### src/design/hpcc_pkg.sv
`timescale 1ns / 1ps
// ----------------------------------------------------------------------------
// hpcc_pkg
// Widths and constants shared by the hue-preserving color clamp.
// ----------------------------------------------------------------------------
package hpcc_pkg;

  // Fixed-point format: FRAC_BITS fraction bits, so 1.0 is 1 << FRAC_BITS.
  localparam int FRAC_BITS = 12;
  localparam int IN_W      = 18;
  localparam int OUT_W     = 14;

  // Chroma and the difference magnitudes span the whole input range.
  localparam int CH_W      = IN_W;
  // Quotient magnitude lies in 0..1.0, which needs one bit more than the fraction.
  localparam int Q_W       = FRAC_BITS + 1;
  // One divider stage per quotient bit.
  localparam int DIV_STG   = Q_W;
  // Hue spans 0..6.0: three integer bits, the fraction, and a sign bit.
  localparam int HUE_W     = FRAC_BITS + 4;
  localparam int PROD_W    = 2 * Q_W;

  localparam logic [Q_W-1:0] ONE = Q_W'(1) << FRAC_BITS;

  // Hue sector bases for the three choices of smallest component.
  localparam logic [2:0] BASE_RED_MIN   = 3'd3;
  localparam logic [2:0] BASE_GREEN_MIN = 3'd5;
  localparam logic [2:0] BASE_BLUE_MIN  = 3'd1;

  typedef logic signed [IN_W-1:0]  comp_in_t;
  typedef logic signed [OUT_W-1:0] comp_out_t;

endpackage

### src/design/hpcc_if.sv
`timescale 1ns / 1ps
// ----------------------------------------------------------------------------
// hpcc_in_if / hpcc_out_if
// Valid/ready channels that carry one pixel in and one rebuilt pixel out.
// ----------------------------------------------------------------------------
interface hpcc_in_if;
  logic                       valid;
  logic                       ready;
  hpcc_pkg::comp_in_t         red_in;
  hpcc_pkg::comp_in_t         green_in;
  hpcc_pkg::comp_in_t         blue_in;

  modport source (output valid, output red_in, output green_in, output blue_in,
                  input ready);
  modport sink   (input valid, input red_in, input green_in, input blue_in,
                  output ready);
endinterface

interface hpcc_out_if;
  logic                       valid;
  logic                       ready;
  hpcc_pkg::comp_out_t        red_out;
  hpcc_pkg::comp_out_t        green_out;
  hpcc_pkg::comp_out_t        blue_out;

  modport source (output valid, output red_out, output green_out, output blue_out,
                  input ready);
  modport sink   (input valid, input red_out, input green_out, input blue_out,
                  output ready);
endinterface

### src/design/hue_preserving_color_clamp.sv
`timescale 1ns / 1ps
// ----------------------------------------------------------------------------
// hue_preserving_color_clamp
// Clamps value and chroma of an RGB pixel to 0..1.0 while keeping its hue.
// ----------------------------------------------------------------------------
// Usage:
//   in_pix carries one signed Q5.12 pixel per transfer; out_pix returns one
//   rebuilt signed Q12 pixel per transfer, in the same order.
//   One stage finds max, min and chroma, one restoring-division stage per
//   quotient bit forms the hue fraction, then hue/sector, product and output
//   stages follow. Throughput is one pixel per cycle while the receiver takes
//   its results; the whole pipe advances together.
//   When the receiver stalls with a result waiting, every stage holds and
//   in_pix.ready drops; no pixel is lost or repeated. Bubbles are not
//   squeezed out: a stall freezes every stage, empty or not, and the pipe
//   only moves while the output stage is empty or its result is taken.
//   A synchronous active-low reset clears all valid bits; payload registers
//   are not reset. There is no configuration and no state between pixels.
// ----------------------------------------------------------------------------
module hue_preserving_color_clamp (
  input  logic         clk,
  input  logic         rst_n,
  hpcc_in_if.sink      in_pix,
  hpcc_out_if.source   out_pix
);
  import hpcc_pkg::*;

  logic adv;

  // Stage A: extremes, chroma and signed difference.
  logic               a_vld_r;
  logic [CH_W-1:0]    a_c_r;
  logic [CH_W-1:0]    a_dabs_r;
  logic               a_dneg_r;
  logic [2:0]         a_base_r;
  logic               a_grey_r;
  logic [Q_W-1:0]     a_v_r;
  logic [Q_W-1:0]     a_s_r;

  // Divider stages.
  logic               dv_vld_r  [DIV_STG];
  logic [CH_W:0]      dv_rem_r  [DIV_STG];
  logic [Q_W-1:0]     dv_q_r    [DIV_STG];
  logic [CH_W-1:0]    dv_c_r    [DIV_STG];
  logic               dv_dneg_r [DIV_STG];
  logic [2:0]         dv_base_r [DIV_STG];
  logic               dv_grey_r [DIV_STG];
  logic [Q_W-1:0]     dv_v_r    [DIV_STG];
  logic [Q_W-1:0]     dv_s_r    [DIV_STG];
  logic [CH_W:0]      dv_rem_nxt [DIV_STG];
  logic [Q_W-1:0]     dv_q_nxt   [DIV_STG];

  // Stage H: sector and adjusted fraction.
  logic               h_vld_r;
  logic [2:0]         h_sector_r;
  logic [Q_W-1:0]     h_frac_r;
  logic [Q_W-1:0]     h_v_r;
  logic [Q_W-1:0]     h_s_r;

  // Stage P: fraction times chroma.
  logic               p_vld_r;
  logic [2:0]         p_sector_r;
  logic [PROD_W-1:0]  p_prod_r;
  logic [Q_W-1:0]     p_v_r;
  logic [Q_W-1:0]     p_s_r;

  // Output stage.
  logic               o_vld_r;
  comp_out_t          o_red_r;
  comp_out_t          o_green_r;
  comp_out_t          o_blue_r;

  // The whole pipe moves unless a finished result is held by the receiver.
  assign adv          = !o_vld_r || out_pix.ready;
  assign in_pix.ready = adv;

  // Stage A logic.
  logic signed [IN_W:0] r_x, g_x, b_x, mx_x, mn_x, d_x, c_x;
  logic [CH_W-1:0]      c_nxt, dabs_nxt;
  logic                 dneg_nxt, grey_nxt;
  logic [2:0]           base_nxt;
  logic [Q_W-1:0]       v_nxt, s_nxt;

  always_comb begin
    g_x = (IN_W+1)'(in_pix.green_in);
    b_x = (IN_W+1)'(in_pix.blue_in);
    r_x = (IN_W+1)'(in_pix.red_in);
    if (r_x >= g_x && r_x >= b_x)      mx_x = r_x;
    else if (g_x >= r_x && g_x >= b_x) mx_x = g_x;
    else                               mx_x = b_x;
    if (r_x <= g_x && r_x <= b_x)      mn_x = r_x;
    else if (g_x <= r_x && g_x <= b_x) mn_x = g_x;
    else                               mn_x = b_x;
    c_x = mx_x - mn_x;
    if (r_x == mn_x) begin
      d_x = g_x - b_x;  base_nxt = BASE_RED_MIN;
    end else if (g_x == mn_x) begin
      d_x = b_x - r_x;  base_nxt = BASE_GREEN_MIN;
    end else begin
      d_x = r_x - g_x;  base_nxt = BASE_BLUE_MIN;
    end
    grey_nxt = (c_x == '0);
    // A grey pixel divides zero by one so the quotient comes out zero.
    c_nxt    = grey_nxt ? CH_W'(1) : c_x[CH_W-1:0];
    dneg_nxt = d_x[IN_W];
    dabs_nxt = dneg_nxt ? CH_W'(-d_x) : d_x[CH_W-1:0];
    if (grey_nxt) dabs_nxt = '0;
    // Clamp value and chroma to 0..1.0.
    if (mx_x[IN_W])                          v_nxt = '0;
    else if (mx_x > (IN_W+1)'(ONE))          v_nxt = ONE;
    else                                     v_nxt = mx_x[Q_W-1:0];
    if (c_x > (IN_W+1)'(ONE))                s_nxt = ONE;
    else                                     s_nxt = c_x[Q_W-1:0];
  end

  always_ff @(posedge clk) begin
    if (!rst_n) begin
      a_vld_r <= 1'b0;
    end else if (adv) begin
      a_vld_r <= in_pix.valid;
    end
    if (adv) begin
      a_c_r    <= c_nxt;
      a_dabs_r <= dabs_nxt;
      a_dneg_r <= dneg_nxt;
      a_base_r <= base_nxt;
      a_grey_r <= grey_nxt;
      a_v_r    <= v_nxt;
      a_s_r    <= s_nxt;
    end
  end

  // Restoring division, one quotient bit per stage, most significant first.
  always_comb begin
    logic [CH_W:0]   rem_in;
    logic [CH_W:0]   trial;
    logic [Q_W-1:0]  q_in;
    logic [CH_W-1:0] c_in;
    logic            ge;
    for (int k = 0; k < DIV_STG; k++) begin
      if (k == 0) begin
        rem_in = {1'b0, a_dabs_r};
        q_in   = '0;
        c_in   = a_c_r;
        trial  = rem_in;
      end else begin
        rem_in = dv_rem_r[k-1];
        q_in   = dv_q_r[k-1];
        c_in   = dv_c_r[k-1];
        trial  = {rem_in[CH_W-1:0], 1'b0};
      end
      ge            = (trial >= {1'b0, c_in});
      dv_rem_nxt[k] = ge ? trial - {1'b0, c_in} : trial;
      dv_q_nxt[k]   = {q_in[Q_W-2:0], ge};
    end
  end

  always_ff @(posedge clk) begin
    for (int k = 0; k < DIV_STG; k++) begin
      if (!rst_n) begin
        dv_vld_r[k] <= 1'b0;
      end else if (adv) begin
        dv_vld_r[k] <= (k == 0) ? a_vld_r : dv_vld_r[k == 0 ? 0 : k-1];
      end
      if (adv) begin
        dv_rem_r[k] <= dv_rem_nxt[k];
        dv_q_r[k]   <= dv_q_nxt[k];
        if (k == 0) begin
          dv_c_r[k]    <= a_c_r;
          dv_dneg_r[k] <= a_dneg_r;
          dv_base_r[k] <= a_base_r;
          dv_grey_r[k] <= a_grey_r;
          dv_v_r[k]    <= a_v_r;
          dv_s_r[k]    <= a_s_r;
        end else begin
          dv_c_r[k]    <= dv_c_r[k-1];
          dv_dneg_r[k] <= dv_dneg_r[k-1];
          dv_base_r[k] <= dv_base_r[k-1];
          dv_grey_r[k] <= dv_grey_r[k-1];
          dv_v_r[k]    <= dv_v_r[k-1];
          dv_s_r[k]    <= dv_s_r[k-1];
        end
      end
    end
  end

  // Hue from base and signed quotient, then the sector and its fraction.
  logic [HUE_W-1:0] hue;
  logic [Q_W-1:0]   qfin;
  logic [Q_W-1:0]   frac_nxt;
  logic [2:0]       sector_nxt;

  always_comb begin
    qfin = dv_q_r[DIV_STG-1];
    if (dv_grey_r[DIV_STG-1]) begin
      hue = '0;
    end else if (dv_dneg_r[DIV_STG-1]) begin
      hue = {1'b0, dv_base_r[DIV_STG-1], FRAC_BITS'(0)} + HUE_W'(qfin);
    end else begin
      hue = {1'b0, dv_base_r[DIV_STG-1], FRAC_BITS'(0)} - HUE_W'(qfin);
    end
    sector_nxt = hue[FRAC_BITS +: 3];
    frac_nxt   = {1'b0, hue[FRAC_BITS-1:0]};
    if (!sector_nxt[0]) frac_nxt = ONE - frac_nxt;
  end

  always_ff @(posedge clk) begin
    if (!rst_n) begin
      h_vld_r <= 1'b0;
      p_vld_r <= 1'b0;
      o_vld_r <= 1'b0;
    end else if (adv) begin
      h_vld_r <= dv_vld_r[DIV_STG-1];
      p_vld_r <= h_vld_r;
      o_vld_r <= p_vld_r;
    end
    if (adv) begin
      h_sector_r <= sector_nxt;
      h_frac_r   <= frac_nxt;
      h_v_r      <= dv_v_r[DIV_STG-1];
      h_s_r      <= dv_s_r[DIV_STG-1];
      p_sector_r <= h_sector_r;
      p_prod_r   <= PROD_W'(h_frac_r) * PROD_W'(h_s_r);
      p_v_r      <= h_v_r;
      p_s_r      <= h_s_r;
    end
  end

  // Rebuild the color from V, N and M by sector.
  comp_out_t vv, nn, mm;
  comp_out_t red_nxt, green_nxt, blue_nxt;

  always_comb begin
    vv = OUT_W'(p_v_r);
    mm = OUT_W'(p_v_r) - OUT_W'(p_s_r);
    nn = OUT_W'(p_v_r) - OUT_W'(p_prod_r[PROD_W-1:FRAC_BITS]);
    case (p_sector_r)
      3'd1:    begin red_nxt = nn; green_nxt = vv; blue_nxt = mm; end
      3'd2:    begin red_nxt = mm; green_nxt = vv; blue_nxt = nn; end
      3'd3:    begin red_nxt = mm; green_nxt = nn; blue_nxt = vv; end
      3'd4:    begin red_nxt = nn; green_nxt = mm; blue_nxt = vv; end
      3'd5:    begin red_nxt = vv; green_nxt = mm; blue_nxt = nn; end
      default: begin red_nxt = vv; green_nxt = nn; blue_nxt = mm; end
    endcase
  end

  always_ff @(posedge clk) begin
    if (adv) begin
      o_red_r   <= red_nxt;
      o_green_r <= green_nxt;
      o_blue_r  <= blue_nxt;
    end
  end

  assign out_pix.valid     = o_vld_r;
  assign out_pix.red_out   = o_red_r;
  assign out_pix.green_out = o_green_r;
  assign out_pix.blue_out  = o_blue_r;

  // The quotient never exceeds 1.0 because the difference never exceeds chroma.
  a_quot_range: assert property (@(posedge clk) disable iff (!rst_n)
    dv_vld_r[DIV_STG-1] |-> dv_q_r[DIV_STG-1] <= ONE)
    else $error("divider quotient above 1.0");

  // The hue lies in 0..6, so the sector never exceeds six.
  a_sector_range: assert property (@(posedge clk) disable iff (!rst_n)
    h_vld_r |-> h_sector_r <= 3'd6)
    else $error("hue sector out of range");

  // The pipe stalls only while a result waits at the output.
  a_stall_cause: assert property (@(posedge clk) disable iff (!rst_n)
    !in_pix.ready |-> o_vld_r && !out_pix.ready)
    else $error("input stalled without a blocked output");

  // A held result stays put until its transfer.
  a_out_hold: assert property (@(posedge clk) disable iff (!rst_n)
    o_vld_r && !out_pix.ready |=> o_vld_r && $stable(o_red_r) &&
      $stable(o_green_r) && $stable(o_blue_r))
    else $error("stalled result changed");

endmodule

### src/flat_wrapper.sv
// flat-port wrapper written by rule: the top's interface ports become plain ports
module hue_preserving_color_clamp_flat import hpcc_pkg::*;
  (clk, rst_n, in_pix_valid, in_pix_red_in, in_pix_green_in, in_pix_blue_in, in_pix_ready, out_pix_valid, out_pix_red_out, out_pix_green_out, out_pix_blue_out, out_pix_ready);
  hpcc_in_if in_pix_i ();
  hpcc_out_if out_pix_i ();
  input  logic clk;
  input  logic rst_n;
  input wire logic [$bits(in_pix_i.valid)-1:0] in_pix_valid;
  input wire logic [$bits(in_pix_i.red_in)-1:0] in_pix_red_in;
  input wire logic [$bits(in_pix_i.green_in)-1:0] in_pix_green_in;
  input wire logic [$bits(in_pix_i.blue_in)-1:0] in_pix_blue_in;
  output wire logic [$bits(in_pix_i.ready)-1:0] in_pix_ready;
  output wire logic [$bits(out_pix_i.valid)-1:0] out_pix_valid;
  output wire logic [$bits(out_pix_i.red_out)-1:0] out_pix_red_out;
  output wire logic [$bits(out_pix_i.green_out)-1:0] out_pix_green_out;
  output wire logic [$bits(out_pix_i.blue_out)-1:0] out_pix_blue_out;
  input wire logic [$bits(out_pix_i.ready)-1:0] out_pix_ready;
  assign in_pix_i.valid = in_pix_valid;
  assign in_pix_i.red_in = in_pix_red_in;
  assign in_pix_i.green_in = in_pix_green_in;
  assign in_pix_i.blue_in = in_pix_blue_in;
  assign in_pix_ready = in_pix_i.ready;
  assign out_pix_valid = out_pix_i.valid;
  assign out_pix_red_out = out_pix_i.red_out;
  assign out_pix_green_out = out_pix_i.green_out;
  assign out_pix_blue_out = out_pix_i.blue_out;
  assign out_pix_i.ready = out_pix_ready;
  hue_preserving_color_clamp u_core (.clk(clk), .rst_n(rst_n), .in_pix(in_pix_i), .out_pix(out_pix_i));
endmodule
### config.mk
export PLATFORM = sky130hd
export DESIGN_NAME = hue_preserving_color_clamp_flat
export DESIGN_NICKNAME = d
export VERILOG_FILES = /design/src/design/hpcc_pkg.sv /design/src/design/hpcc_if.sv /design/src/design/hue_preserving_color_clamp.sv /design/src/flat_wrapper.sv
export SDC_FILE = /design/constraint.sdc
export NUM_CORES = 2
export LEC_CHECK = 0
export ABC_AREA = 1
export BUFFER_PORTS_ARGS = -buffer_cell sky130_fd_sc_hd__clkbuf_2
export CAP_MARGIN = 25
export CORE_MARGIN = 2
export CORE_UTILIZATION = 39
export DETAILED_ROUTE_END_ITERATION = 8
export HOLD_SLACK_MARGIN = 0.06
export SYNTH_ARGS = -nofsm -noshare
export SYNTH_HDL_FRONTEND = slang
export SYNTH_SLANG_ARGS = --single-unit
export TNS_END_PERCENT = 5
### constraint.sdc
create_clock -name clk -period 34.9 [get_ports clk]
set_input_delay 3.49 -clock clk [delete_from_list [all_inputs] [get_ports clk]]
set_output_delay 3.49 -clock clk [all_outputs]
set_load 0.01 [all_outputs]
==> flow_summary.toml <==
[status]
outcome = "finished clean"

[finish]
antenna_cells = 0
final_cells = 7620
final.fill_count = 14100
drive_gt1_share_pct = 6.39
post-route-cell-area_um2 = 65700
areaGrowthSynthToFinish_pct = 11.0
final_nets = 6099

[die]
die_x_um = 394
start_util_pct = 39.1
die_area_um2 = 155000
core_um2 = 151000
die_h_um = 394
ios = 102
rows = 143

[global_routing]
grt_max_degree = 197
grt_pass1_vias = 37100
grt_pass1_wl_mm = 194
antenna_found_initial = 1
grtUsageTotal_pct = 15.6
overflow = 0

[sta]
fin_skew_ps = 58.3
setup_violations = 0
max_freq_ghz = 0.102
period_needed_ps = 9850
finalCritPeriodShare_pct = 28.2
setup_tns_ps = 0
finalHoldViolCount = 0
slew_headroom_pct = 28.6
drv_slew = 0
rsz0062_at_grt = "false"
worst_pin_slew_ps = 1070

[logic_synthesis]
seq_area_frac_synth_pct = 56.8
netlist_area_um2 = 59200
synthTopCellsByCount = "edfxtp_1 (1118), nand2_1 (880), inv_1 (817)"
syn_nets = 5954
yosys-top-cells-area = "edfxtp_1 (57%), ha_1 (8.5%), nand2_1 (5.6%)"
yosysMostFrequentCell = "edfxtp_1"
synth_ff_type = "edfxtp_1"
ys_ff_latch = 1123
yosysWarnings = 0
synth_edf_count = 1118
synth_cell_types = 60
syn_area_per_cell_um2 = 11.1
synth-async-reset-ratio_pct = 0
syn_inst = 5354
synth_top_cell_area_share_pct = 56.7
yosysTopAreaCell = "edfxtp_1"

[power]
power_frac_clock_pct = 18.2
p_per_area_nw_per_um2 = 95.4
p_comb_share_pct = 43.7
p_int_uw = 3880
p_seq_share_pct = 38.1
cellLeakagePower_uw = 0.0295
p_sw_share_pct = 38.2
switchingPower_uw = 2390
ir_worst_vdd_uv = 48.3

[routing]
dr.first_iter.drc_count = 2359
drc = 0
vias = 37000
antenna_left = 0
wl_per_cell_um = 16.0
drt-pass1-iter-count = 7
vias_per_cell = 4.86
totalWireLength_mm = 122

[hold_path]
hold_path.class = "register to register"
min_path_cells = 0

[clock_tree]
clk_path_buf_depth = 3
cts_hold_buf = 0
worst_skew_pair.late_latency_ps = 730
post-cts-setup-buffers = 0
clock-root-buffer = "clkbuf_16"
path_clk_slew_ps = 60
cts_resized = 0
clock-sinks = 1123
cts_buffers = 107
cts_tree = "yes"
htreeDepth = 3

[place]
dpl.cell_count = 7419
routabilityCongestion = 0.934
port_buffers = 101
hpwl_mm = 91.6
dpl_cell_area_um2 = 62200

[setup_path]
worst_r2r_path_depth = 23
path_depth = 29
cp.arrival_ps = 10290
critPathMaxStageDelay_ps = 730
cp_data_required_time_ps = 35340
setup.worst_path.end_class = "register"
critPathMaxFanout = 31
cpMostUsedCell = "nand2_1"
crit_buf_inv = 4
crit_path_top_delay_cell = "nor4_1"
cp-start-kind = "input port"
crit_family = "simple AND/OR/NAND/NOR gates"
critPathKind = "input port to register"

[run]
maxCapViolations = 0
[cell usage in the layout, fill, tap and decap left out, drive strengths merged, types with 14 or more instances in the layout]
cell / n
a211oi: 14
xor2: 145
ha: 404
a21o: 25
o21ai: 140
clkinv: 58
o221ai: 37
nand3: 231
inv: 831
nor2: 414
buf: 32
xnor2: 160
clkbuf: 228
o21bai: 17
edfxtp: 1118
a21oi: 479
nor3: 20
nor4: 14
o211ai: 26
fa: 138
nand2: 909
nand4: 51
[logic make-up after synthesis]
family,after synthesis,share of synthesized area (%)
flip-flops,1123,56.8
AO/OA/AOI/OAI,796,7.62
XOR/XNOR,305,4.51
AND/OR/NAND/NOR,1658,11.7
adder cells (fa/ha/maj),542,13.2
buffers and inverters,930,6.08
[through the flow]
step / power [uW] / hold slack [ps] / setup WS (ps) / utilization (%)
floorplan: 4410 / 400 / 6520 / -
global placement: 5080 / 400 / 24550 / 41.0
detailed placement: 5160 / 405 / 24450 / 41.1
CTS: 6330 / 373 / 25240 / 43.4
global route: 6790 / 383 / 24500 / 43.4
finish: 6270 / 382 / 25050 / 43.4
[layer usage]
layer	GRT usage, %	wire length (um)	up-vias
li1	-	-	18500
met1	19.2	52300	17500
met2	27.7	60600	764
met3	2.09	4880	191
met4	5.92	4070	0
met5	0	0	-
[path summary, 6_finish.rpt]
path	endpoint	start	slack, ps
setup / recovery	u_core.a_dabs_r[10]	in_pix_green_in[4]	25050
hold / removal	u_core.dv_q_r[1][20]	u_core.dv_q_r[1][6]	380
setup reg to reg	u_core.p_prod_r[22]	u_core.h_s_r[6]	28790
hold reg to reg	u_core.dv_q_r[1][20]	u_core.dv_q_r[1][6]	380
[worst reg2reg max path: stages, from the launching register on]
cell and delay, ps:
edfxtp_1 840, nand2_1 190, fa_1 570, inv_1 50, fa_1 490, inv_1 50, fa_1 470, inv_1 50
fa_1 500, fa_1 510, ha_1 320, a21oi_1 150, nand2_1 140, a21oi_1 270, inv_1 70, a21oi_1 200
o21bai_1 140, a21o_1 220, nand2_1 70, nand2_1 90, nand3_1 80, nand2_1 100, a21oi_1 190, xor2_1 110
[cell type report]
class / instances / area (um^2) / share of cell area (%)
sequential: 1123 / 33700 / 51.2
timing repair buffer: 133 / 833 / 1.27
inverter: 833 / 3140 / 4.77
tap: 2030 / 2540 / 3.86
multi-input combinational: 3301 / 22000 / 33.5
clock inverter: 73 / 767 / 1.17
clock buffer: 127 / 2750 / 4.19
[power by group through the flow]
stage / clock network [uW] / registers, uW / logic [uW]
after floorplan: 0 / 2280 / 2130
after global placement: 0 / 2410 / 2670
after detailed placement: 0 / 2420 / 2730
after CTS: 1180 / 2400 / 2750
after global routing: 1230 / 2440 / 3120
final: 1140 / 2390 / 2740
[sequential cells by signal, summed over array words and instances (netlist names), 14 cells and up]
name	cells
u_core.p_prod_r	14
u_core.out_pix.green_out	14
u_core.out_pix.blue_out	14
u_core.dv_q_r	91
u_core.dv_s_r	169
u_core.out_pix.red_out	14
u_core.dv_base_r	26
u_core.dv_v_r	169
u_core.dv_c_r	216
u_core.a_c_r	18
u_core.a_dabs_r	18
u_core.dv_rem_r	216
Note: power is estimated with default switching activity, not from simulation.
